### src/design/nimt_pkg.sv
// Package for the node ID map table: the table size, entry and control types, and codes.
// It depends on nothing else. Every other design file uses it by scoped names.

package nimt_pkg;

	// Number of table entries. Legal values run from 2 to 64.
	localparam int ENTRIES = 32;
	localparam int IDX_W   = (ENTRIES > 1) ? $clog2(ENTRIES) : 1;
	localparam int UID_W   = 32;
	localparam int NUM_W   = 8;

	// Command codes of a request.
	typedef enum logic [1:0] {
		CMD_CLEAR  = 2'd0,
		CMD_INSERT = 2'd1,
		CMD_QUERY  = 2'd2,
		CMD_ALLOC  = 2'd3
	} cmd_t;

	// Sequencer states.
	typedef enum logic [1:0] {
		ST_IDLE,
		ST_PASS1,
		ST_PASS2,
		ST_FINISH
	} state_t;

	// One table entry. A unique ID of zero marks the entry as empty.
	typedef struct packed {
		logic [UID_W-1:0] uid;
		logic [NUM_W-1:0] num;
	} entry_t;

	// Control that the sequencer sends to every cell of the ring.
	typedef struct packed {
		logic shift;
		logic clear;
	} ring_ctl_t;

endpackage

### src/design/nimt_cell.sv
// One cell of the entry ring: holds a single table entry.
// It takes the entry of its neighbour on each shift. Uses nimt_pkg.

module nimt_cell (
	input  logic               clk,
	input  logic               arst_n,
	input  nimt_pkg::ring_ctl_t ctl,
	input  nimt_pkg::entry_t   nxt,
	output nimt_pkg::entry_t   cur
);

	nimt_pkg::entry_t ent_q;

	// Entry register: cleared by reset or a clear request, loaded on each shift.
	always_ff @(posedge clk or negedge arst_n) begin
		if (!arst_n) begin
			ent_q <= '0;
		end else if (ctl.clear) begin
			ent_q <= '0;
		end else if (ctl.shift) begin
			ent_q <= nxt;
		end
	end

	assign cur = ent_q;

endmodule

### src/design/nimt_ctrl.sv
// Sequencer and head unit of the node ID map table.
// It rotates the entry ring once or twice per insert, query or allocate, inspects and
// rewrites the entry at the head, and holds the result register. Uses nimt_pkg.

module nimt_ctrl (
	input  logic                      clk,
	input  logic                      arst_n,
	input  logic                      cfg_wr_en,
	input  logic [7:0]                cfg_wr_data,
	input  logic                      in_valid,
	output logic                      in_ready,
	input  logic [1:0]                cmd,
	input  logic [31:0]               unique_id,
	input  logic [7:0]                node_number,
	input  nimt_pkg::entry_t          head,
	output nimt_pkg::entry_t          tail,
	output nimt_pkg::ring_ctl_t       ring,
	output logic                      out_valid,
	input  logic                      out_ready,
	output logic                      stored,
	output logic                      is_valid_remote,
	output logic [7:0]                free_number
);

	localparam logic [nimt_pkg::IDX_W-1:0] LAST_IDX = nimt_pkg::IDX_W'(nimt_pkg::ENTRIES - 1);
	localparam logic [nimt_pkg::NUM_W-1:0] NUM_LIMIT = nimt_pkg::NUM_W'(nimt_pkg::ENTRIES);

	nimt_pkg::state_t                state_q, state_d;
	nimt_pkg::cmd_t                  cmd_q;
	logic [nimt_pkg::UID_W-1:0]      uid_q;
	logic [nimt_pkg::NUM_W-1:0]      num_q;
	logic [nimt_pkg::NUM_W-1:0]      own_q;
	logic [nimt_pkg::IDX_W-1:0]      cnt_q, cnt_d;
	logic                            done_q, done_d;
	logic                            hit_q, hit_d;
	logic [nimt_pkg::ENTRIES-1:0]    held_q, held_d;
	logic                            accept;
	logic                            load_out;
	logic [nimt_pkg::ENTRIES-1:0]    free_v;
	logic                            out_valid_q;
	logic                            stored_q;
	logic                            valid_q;
	logic [7:0]                      free_q;

	// Index of the lowest set bit: isolate it, then encode the one-hot word.
	function automatic logic [nimt_pkg::IDX_W-1:0] lowest_set(
		input logic [nimt_pkg::ENTRIES-1:0] v
	);
		logic [nimt_pkg::ENTRIES-1:0] oh;
		logic [nimt_pkg::IDX_W-1:0]   idx;
		oh  = v & (~v + nimt_pkg::ENTRIES'(1));
		idx = '0;
		for (int i = 0; i < nimt_pkg::ENTRIES; i++) begin
			if (oh[i]) begin
				idx = idx | nimt_pkg::IDX_W'(i);
			end
		end
		return idx;
	endfunction

	assign accept   = in_valid && in_ready;
	assign in_ready = (state_q == nimt_pkg::ST_IDLE);

	// Numbers that are free for allocation: not held, not zero and not our own.
	always_comb begin
		free_v    = ~held_q;
		free_v[0] = 1'b0;
		if (own_q < NUM_LIMIT) begin
			free_v[own_q[nimt_pkg::IDX_W-1:0]] = 1'b0;
		end
	end

	// Next state, head rewrite and ring control.
	always_comb begin
		state_d    = state_q;
		cnt_d      = cnt_q;
		done_d     = done_q;
		hit_d      = hit_q;
		held_d     = held_q;
		tail       = head;
		ring.shift = 1'b0;
		ring.clear = 1'b0;
		load_out   = 1'b0;
		case (state_q)
			nimt_pkg::ST_IDLE: begin
				if (accept) begin
					cnt_d  = '0;
					done_d = 1'b0;
					hit_d  = 1'b0;
					held_d = '0;
					if (nimt_pkg::cmd_t'(cmd) == nimt_pkg::CMD_CLEAR) begin
						ring.clear = 1'b1;
						state_d    = nimt_pkg::ST_FINISH;
					end else begin
						state_d = nimt_pkg::ST_PASS1;
					end
				end
			end
			nimt_pkg::ST_PASS1: begin
				// First rotation: update the first matching entry and gather held numbers.
				ring.shift = 1'b1;
				cnt_d      = cnt_q + 1'b1;
				if (head.num == num_q) begin
					hit_d = 1'b1;
				end
				if (head.num < NUM_LIMIT) begin
					held_d[head.num[nimt_pkg::IDX_W-1:0]] = 1'b1;
				end
				if (cmd_q == nimt_pkg::CMD_INSERT && !done_q && head.uid == uid_q) begin
					tail.num = num_q;
					done_d   = 1'b1;
				end
				if (cnt_q == LAST_IDX) begin
					cnt_d = '0;
					if (cmd_q == nimt_pkg::CMD_INSERT && !done_d) begin
						state_d = nimt_pkg::ST_PASS2;
					end else begin
						state_d = nimt_pkg::ST_FINISH;
					end
				end
			end
			nimt_pkg::ST_PASS2: begin
				// Second rotation: no match was found, so fill the first empty entry.
				ring.shift = 1'b1;
				cnt_d      = cnt_q + 1'b1;
				if (!done_q && head.uid == '0) begin
					tail.uid = uid_q;
					tail.num = num_q;
					done_d   = 1'b1;
				end
				if (cnt_q == LAST_IDX) begin
					cnt_d   = '0;
					state_d = nimt_pkg::ST_FINISH;
				end
			end
			nimt_pkg::ST_FINISH: begin
				if (!out_valid_q || out_ready) begin
					load_out = 1'b1;
					state_d  = nimt_pkg::ST_IDLE;
				end
			end
			default: begin
				state_d = nimt_pkg::ST_IDLE;
			end
		endcase
	end

	// State register.
	always_ff @(posedge clk or negedge arst_n) begin
		if (!arst_n) begin
			state_q <= nimt_pkg::ST_IDLE;
		end else begin
			state_q <= state_d;
		end
	end

	// Scan counter and the flags gathered during a rotation.
	always_ff @(posedge clk or negedge arst_n) begin
		if (!arst_n) begin
			cnt_q  <= '0;
			done_q <= 1'b0;
			hit_q  <= 1'b0;
			held_q <= '0;
		end else begin
			cnt_q  <= cnt_d;
			done_q <= done_d;
			hit_q  <= hit_d;
			held_q <= held_d;
		end
	end

	// Request fields, captured when the request is accepted.
	always_ff @(posedge clk) begin
		if (accept) begin
			cmd_q <= nimt_pkg::cmd_t'(cmd);
			uid_q <= unique_id;
			num_q <= node_number;
		end
	end

	// Own node number register.
	always_ff @(posedge clk or negedge arst_n) begin
		if (!arst_n) begin
			own_q <= '0;
		end else if (cfg_wr_en) begin
			own_q <= cfg_wr_data;
		end
	end

	// Result register: the result waits here while the next request is taken.
	always_ff @(posedge clk or negedge arst_n) begin
		if (!arst_n) begin
			out_valid_q <= 1'b0;
		end else if (load_out) begin
			out_valid_q <= 1'b1;
		end else if (out_ready) begin
			out_valid_q <= 1'b0;
		end
	end

	// Each field is zero unless it belongs to the command, so a clear gives all zeros.
	always_ff @(posedge clk) begin
		if (load_out) begin
			stored_q <= (cmd_q == nimt_pkg::CMD_INSERT) && done_q;
			valid_q  <= (cmd_q == nimt_pkg::CMD_QUERY) && hit_q && (num_q != '0) &&
				(num_q != own_q);
			if (cmd_q == nimt_pkg::CMD_ALLOC && free_v != '0) begin
				free_q <= 8'(lowest_set(free_v));
			end else begin
				free_q <= '0;
			end
		end
	end

	assign out_valid       = out_valid_q;
	assign stored          = stored_q;
	assign is_valid_remote = valid_q;
	assign free_number     = free_q;

	// A clear and a shift of the ring never coincide.
	a_clear_shift: assert property (@(posedge clk) disable iff (!arst_n)
		!(ring.clear && ring.shift))
		else $error("Ring cleared and shifted in the same cycle.");

	// A new result only appears after the finishing state.
	a_result_src: assert property (@(posedge clk) disable iff (!arst_n)
		$rose(out_valid_q) |-> $past(state_q == nimt_pkg::ST_FINISH))
		else $error("Result raised outside the finishing state.");

	// At most one result field is ever active.
	a_one_field: assert property (@(posedge clk) disable iff (!arst_n)
		out_valid_q |-> $onehot0({stored_q, valid_q, free_q != '0}))
		else $error("More than one result field active.");

	// An allocated number lies below the table size and is not our own.
	a_free_range: assert property (@(posedge clk) disable iff (!arst_n)
		(out_valid_q && free_q != '0) |-> (free_q < NUM_LIMIT && free_q != own_q))
		else $error("Allocated number out of range or equal to own number.");

	// Every rotation ends with the counter back at the start.
	a_rot_end: assert property (@(posedge clk) disable iff (!arst_n)
		(state_q == nimt_pkg::ST_FINISH) |-> (cnt_q == '0))
		else $error("Ring rotation left incomplete.");

endmodule

### src/design/node_id_map_table.sv
// Node ID map table: a table of ENTRIES remote nodes, each a 32-bit unique ID and an 8-bit
// node number, held in a ring of cells that rotates past one head unit. Requests are taken
// one at a time. A clear empties every cell without turning the ring; a query or an allocate
// takes one full turn of the ring; an insert takes one turn when the unique ID is found and
// a second turn when it is not, to fill an empty entry. The ring turns one entry per cycle
// past the head. A finished result waits in an output register while the next request is
// taken. The user must write the own node number through cfg_wr_en and cfg_wr_data only
// while no request is in progress; the block itself does not enforce this.
// Uses nimt_pkg, nimt_cell and nimt_ctrl.

module node_id_map_table (
	input  logic        clk,
	input  logic        arst_n,
	input  logic        cfg_wr_en,
	input  logic [7:0]  cfg_wr_data,
	input  logic        in_valid,
	output logic        in_ready,
	input  logic [1:0]  cmd,
	input  logic [31:0] unique_id,
	input  logic [7:0]  node_number,
	output logic        out_valid,
	input  logic        out_ready,
	output logic        stored,
	output logic        is_valid_remote,
	output logic [7:0]  free_number
);

	nimt_pkg::entry_t    ring_ent [nimt_pkg::ENTRIES];
	nimt_pkg::entry_t    tail;
	nimt_pkg::ring_ctl_t ring_ctl;

	// Sequencer and head unit.
	nimt_ctrl u_ctrl (
		.clk             (clk),
		.arst_n          (arst_n),
		.cfg_wr_en       (cfg_wr_en),
		.cfg_wr_data     (cfg_wr_data),
		.in_valid        (in_valid),
		.in_ready        (in_ready),
		.cmd             (cmd),
		.unique_id       (unique_id),
		.node_number     (node_number),
		.head            (ring_ent[0]),
		.tail            (tail),
		.ring            (ring_ctl),
		.out_valid       (out_valid),
		.out_ready       (out_ready),
		.stored          (stored),
		.is_valid_remote (is_valid_remote),
		.free_number     (free_number)
	);

	// Ring of entry cells: each takes its upper neighbour, the last one takes the head output.
	for (genvar i = 0; i < nimt_pkg::ENTRIES; i++) begin : g_cell
		if (i == nimt_pkg::ENTRIES - 1) begin : g_last
			nimt_cell u_cell (
				.clk    (clk),
				.arst_n (arst_n),
				.ctl    (ring_ctl),
				.nxt    (tail),
				.cur    (ring_ent[i])
			);
		end else begin : g_mid
			nimt_cell u_cell (
				.clk    (clk),
				.arst_n (arst_n),
				.ctl    (ring_ctl),
				.nxt    (ring_ent[i+1]),
				.cur    (ring_ent[i])
			);
		end
	end

endmodule

### config.mk
export PLATFORM = sky130hd
export DESIGN_NAME = node_id_map_table
export DESIGN_NICKNAME = d
export VERILOG_FILES = /design/src/design/nimt_pkg.sv /design/src/design/nimt_cell.sv /design/src/design/nimt_ctrl.sv /design/src/design/node_id_map_table.sv
export SDC_FILE = /design/constraint.sdc
export NUM_CORES = 2
export LEC_CHECK = 0
export BUFFER_PORTS_ARGS = -buffer_cell sky130_fd_sc_hd__buf_2
export CAP_MARGIN = 20
export CELL_PAD_IN_SITES_DETAIL_PLACEMENT = 0
export CELL_PAD_IN_SITES_GLOBAL_PLACEMENT = 1
export CORE_MARGIN = 5
export CORE_UTILIZATION = 35
export CTS_CLUSTER_DIAMETER = 120
export DETAILED_ROUTE_END_ITERATION = 10
export PLACE_DENSITY_LB_ADDON = 0.1
export SETUP_SLACK_MARGIN = 0.5
export SLEW_MARGIN = 10
export SYNTH_ARGS = -nofsm -noshare
export SYNTH_HDL_FRONTEND = slang
export SYNTH_HIERARCHICAL = 1
export SYNTH_SLANG_ARGS = --single-unit
### constraint.sdc
create_clock -name clk -period 8.9 [get_ports clk]
set_clock_uncertainty 0.1 [all_clocks]
set_input_delay 0 -clock clk [delete_from_list [all_inputs] [get_ports clk]]
set_output_delay 0 -clock clk [all_outputs]
set_load 0.02 [all_outputs]
; Word-level counts from Yosys, hierarchy flattened
; Cells that the tools add are included.
; Widths: inputs -> output; s select.
[totals]
ff_bits = 1382
in_bits = 55
out_inout_bits = 12
wordCells = 392
[op_classes]
n_addsub = 2
order_cmp = 6
n_eq_ne = 17
muxes = 253
bitwise_logic = 6
n_reduce_logical = 31
[ops]
columns = operator, count
row1 = $mux 40, 98
row2 = $mux 5, 86
row3 = $mux 32, 6
row4 = $not 32->32, 3
row5 = $and 32x32->32, 2
row6 = $pmux 32 s2, 1
row7 = $add 32x1->32 const B, 1
row8 = $eq 32x32->1, 1
row9 = $logic_not 32->1, 1
row10 = $mux 4, 8
row11 = $or 32x32->32, 1
row12 = $reduce_bool 32->1, 1
row13 = $mux 2, 15
row14 = $mux 1, 25
row15 = $mux 8, 3
row16 = $lt 8x6->1 const B, 2
row17 = $pmux 8 s2, 1
row18 = $pmux 5 s3, 1
row19 = $logic_and 1x1->1, 12
row20 = $lt 5x6->1 const B, 2
row21 = $mux 3, 4
row22 = $ne 2x1->1 const B, 6
row23 = $demux 1 s5, 2
row24 = $ge 5x1->1 const B, 2
row25 = other kinds (20), 31

; Logic depth before layout (Yosys ltp)
[logic_depth]
depth_word = 106
ltp_mapped = 11
depth_no_buf = 9

; Modules after synthesis
; Netlist, hierarchy kept.
[modules_own_cells]
columns = module, n_inst, cells_each, area_each_um2, seq_area_each_um2
row1 = nimt_cell, 32, 129, 1657.8, 1001.0
row2 = nimt_ctrl, 1, 602, 5958.2, 2697.6

; Least setup slack after synthesis
; OpenSTA, ideal clock, no wires.
[synth_path]
path_kind = register to register
start = reg u_ctrl.state_q[0]
end = reg g_cell[0].g_mid.u_cell.ent_q, in the netlist g_cell[0].g_mid.u_cell/cur[0]
setup_ps = 132
arrival_time_ps = 7088
required_time_ps = 8668
setup_slack_ps = 1580
path_stages_with_launch = 7
path_buffers = 1
synth_period_minus_slack_ps = 7320
path_cell_list = dfrtp_1 > inv_1 > ha_1 > nand2_1 > nor3_1 > clkbuf_1 > nor2_1
[synth_lines]
columns = item, line_no
row1 = from (decl), nimt_ctrl.sv:28  ; nimt_pkg::state_t state_q, state_d;
row2 = from (signal assigned), nimt_ctrl.sv:151  ; state_q <= nimt_pkg::ST_IDLE;
row3 = from (signal assigned), nimt_ctrl.sv:153  ; state_q <= state_d;
row4 = to (signal assigned), nimt_cell.sv:21  ; ent_q <= nxt;
row5 = to (decl), nimt_cell.sv:12  ; nimt_pkg::entry_t ent_q;

==> results by group <==
Drt
  • Wire per inst: 16.6 um
  • DR pass1 iterations: 5
  • DR iter-0 viols: 2537
  • Antenna Nets Post-Route: 0
  • Routed WL: 118000 um
  • Total vias in the final route: 33317
  • DR vias/cell: 4.67
  • DRC Markers: 0

Placement
  • Post-DP HPWL: 65200 um
  • I/O Buffers: 63
  • Final GP Congestion: 0.786

Die
  • I/O pin count: 67
  • Chip Width: 421 um
  • Area of the core: 167000 um^2
  • Initial Utilization: 35.2%
  • DIE HEIGHT: 421 um
  • Num rows: 150
  • Area of the die: 177000 um^2

Pwr
  • Leakage: 33.8 nW
  • Comb pwr share: 38.8%
  • Sw Pwr: 9.67 mW
  • Clock network power share: 23.3%
  • Flop pwr share: 37.8%
  • PD cells: 415 nW/um^2
  • Internal power: 17.5 mW
  • Total power: 27.1 mW
  • Switching Share: 35.6%
  • VDD IR-drop max: 554 uV

Critical path
  • Crit end category: flip-flop
  • CP Class: reg2reg
  • CP max FO: 133
  • Worst EP arrival: 4.25 ns
  • CP startpoint kind: flip-flop
  • Required time worst endpoint: 9.41 ns

Finish
  • Fin nets: 4864
  • Share of cells above drive strength 1: 7.79%
  • Area Overhead vs Synth: 10.9%
  • Fillers: 16172

Clock network
  • Post_cts resized: 0
  • Clock buffer depth: 3
  • Clock-pin transition on the worst setup and hold timing paths: 0.06 ns
  • TritonCTS Buffers: 159
  • Root buf cell: clkbuf_16
  • CTS Sinks: 1378
  • Worst-Skew Late Latency: 0.76 ns
  • CTS tree: done
  • H-tree depth: 4

Global route
  • Vias in the first global route: 34366
  • Largest net degree at the start of global routing: 223
  • First-pass GRT wire length: 197000 um
  • Total grt overflow: 0
  • Global Route Usage Sum: 13.5%
  • Initial antenna violation count: 1

Synthesis
  • Async SR Flop Fraction: 96.4%
  • Synthesized area: 59000 um^2
  • Seq/Total Area, Yosys: 58.9%
  • EDFF count, synth: 49
  • Proportion of synthesized area in mux cells: 22.0%
  • Synth Flop Type: dfrtp_1
  • Syn Area/Cell: 12.5 um^2
  • Main combinational cell family by area after synthesis: multiplexers
  • Distinct cells, synth: 69
  • Flops & latches, synth: 1378
  • Simple logic cell fraction of the synthesized area: 10.1%
  • Syn Inst Count: 4730
  • Synth Area in XOR/XNOR: 0.712%
  • Post-Synth Adder-Cell Area: 0.127%
  • Synth warnings: 6
  • Synth Area in Compound Gates: 2.05%

Timing
  • Max-slew violations: 0
  • Hold Vio Cnt, Final: 0
  • Worst slew pin tran: 1.16 ns
  • Relative slew slack: 22.8%
  • Final period util: 42.1%
  • Tmin final: 3.74 ns
  • Post-route setup TNS: 0 ns
  • Achievable frequency: 0.267 GHz
  • Final setup violation count: 0
  • RSZ-0062 raised after global routing: no

Run status
  • Status: finished, final reports clean

Run
  • Max_cap viols: 0

Min path
  • Hold WC Path Type: in2reg
synth_stat cells, types with 5 or more instances:
| library cell | number | area (um^2) |
|---|---|---|
| and3_1 | 6 | 37.5 |
| buf_2 | 7 | 35.0 |
| nand2b_1 | 5 | 31.3 |
| nor2b_1 | 9 | 56.3 |
| nand3_1 | 12 | 60.1 |
| clkbuf_1 | 144 | 541 |
| xnor2_1 | 7 | 61.3 |
| edfxtp_1 | 49 | 1470 |
| nor3b_1 | 11 | 82.6 |
| a31oi_1 | 23 | 144 |
| nand4_1 | 11 | 68.8 |
| ha_1 | 6 | 75.1 |
| buf_12 | 128 | 2560 |
| and2_1 | 10 | 62.6 |
| mux2i_1 | 1282 | 12800 |
| mux2_2 | 14 | 158 |
| a21o_1 | 38 | 285 |
| nor3_1 | 12 | 60.1 |
| nor2_1 | 1333 | 5000 |
| a21oi_1 | 54 | 270 |
| buf_6 | 33 | 372 |
| o21ai_0 | 15 | 75.1 |
| xor2_1 | 41 | 359 |
| a22o_1 | 8 | 70.1 |
| nor4_1 | 25 | 156 |
| inv_1 | 15 | 56.3 |
| dfrtp_1 | 1329 | 33300 |
| nand2_1 | 34 | 128 |
repair_timing:
item / 4_1_cts / 5_1_grt
buffers inserted: 0 / 0
hold endpoints to repair: 797 / 1
hold buffers: 115 / 1
logic make-up after synthesis:
logic type,Yosys count
AND/OR/NAND/NOR,1490
flip-flops,1378
adder cells (fa/ha/maj),6
multiplexers,1296
XOR/XNOR,48
other,1
AO/OA/AOI/OAI,179
buffers and inverters,332
critical path: stages, from the launching register on:
cell     delay [ns]
dfrtp_1        0.43
inv_1          0.12
ha_4           0.72
buf_12         0.68
buf_4          0.92
mux2i_1        0.30
nor2_1         0.06
final cells by class:
cell class	count	area, um^2	share of cell area (%)
clock buffer	248	4670	7.14
multi-input combinational	3022	20700	31.7
antenna	2	5.00	0.00765
inverter	15	56.3	0.0860
tap	2204	2760	4.21
timing repair buffer	227	2080	3.17
sequential	1378	34700	53.1
clock inverter	38	438	0.669
final timing paths:
kind,start,end,slack (ns),cells after the start
max,u_ctrl/state_q[0],g_cell[11].g_mid.u_cell/cur[18],5.16,6
min,out_ready,u_ctrl/out_valid,0.14,4
max reg2reg,u_ctrl/state_q[0],g_cell[11].g_mid.u_cell/cur[18],5.16,6
min reg2reg,u_ctrl/cnt_q[4],u_ctrl/cnt_q[4],0.38,2
max in group asynchronous,arst_n,u_ctrl/own_q[1],6.66,5
min in group asynchronous,arst_n,g_cell[16].g_mid.u_cell/cur[16],0.42,4
through the flow:
stage / util, % / worst slack, ns / std cells / hold WS, ns / area [um^2]
2_1_floorplan: - / 1.58 / 4732 / -0.396 / 59000
3_3_place_gp: 35.3 / 5.18 / 6729 / 0.0138 / 59100
3_5_place_dp: 35.3 / 5.14 / 6729 / 0.00221 / 59100
4_1_cts: 39.1 / 5.13 / 7130 / 0.000756 / 65400
5_1_grt: 39.1 / 4.94 / 7133 / 0.123 / 65500
6_report: 39.1 / 5.16 / 7134 / 0.144 / 65500
sequential cells by signal, summed over array words and instances, names as in the netlist, 2 cells and up:
register / cells
g_cell.g_last.u_cell/cur: 40
u_ctrl/uid_q: 32
u_ctrl/state_q: 2
u_ctrl/held_q: 31
g_cell.g_mid.u_cell/cur: 1240
u_ctrl/cnt_q: 5
u_ctrl/cmd_q: 2
u_ctrl/num_q: 8
u_ctrl/free_number: 5
u_ctrl/own_q: 8
metal layers:
metal	global-route usage (%)	wire length, um
met1	19.5	58700
met2	20.9	53800
met3	2.33	3280
met4	3.76	2630
met5	0	0
power by group through the flow:
| stage | clock (mW) | sequential, mW | combinational (mW) |
|---|---|---|---|
| after floorplan | 0 | 9.80 | 11.6 |
| after global placement | 0 | 10.4 | 10.5 |
| after detailed placement | 0 | 10.4 | 10.7 |
| after CTS | 6.62 | 10.3 | 10.7 |
| after global routing | 6.89 | 10.6 | 11.8 |
| final | 6.34 | 10.3 | 10.5 |
cells in the final DEF, fill, tap and decap left out, types with 23 or more instances in the layout:
cell type      instances
a21o_1                38
a21oi_1               54
a31oi_1               23
buf_2                 62
buf_4                 32
clkbuf_1              53
clkbuf_16            159
clkbuf_8              36
dfrtp_1             1329
dlygate4sd3_1        115
edfxtp_1              49
mux2i_1             1282
nand2_1               34
nor2_1              1332
nor4_1                24
xor2_1                41
Power figures use the tool's default switching activity.
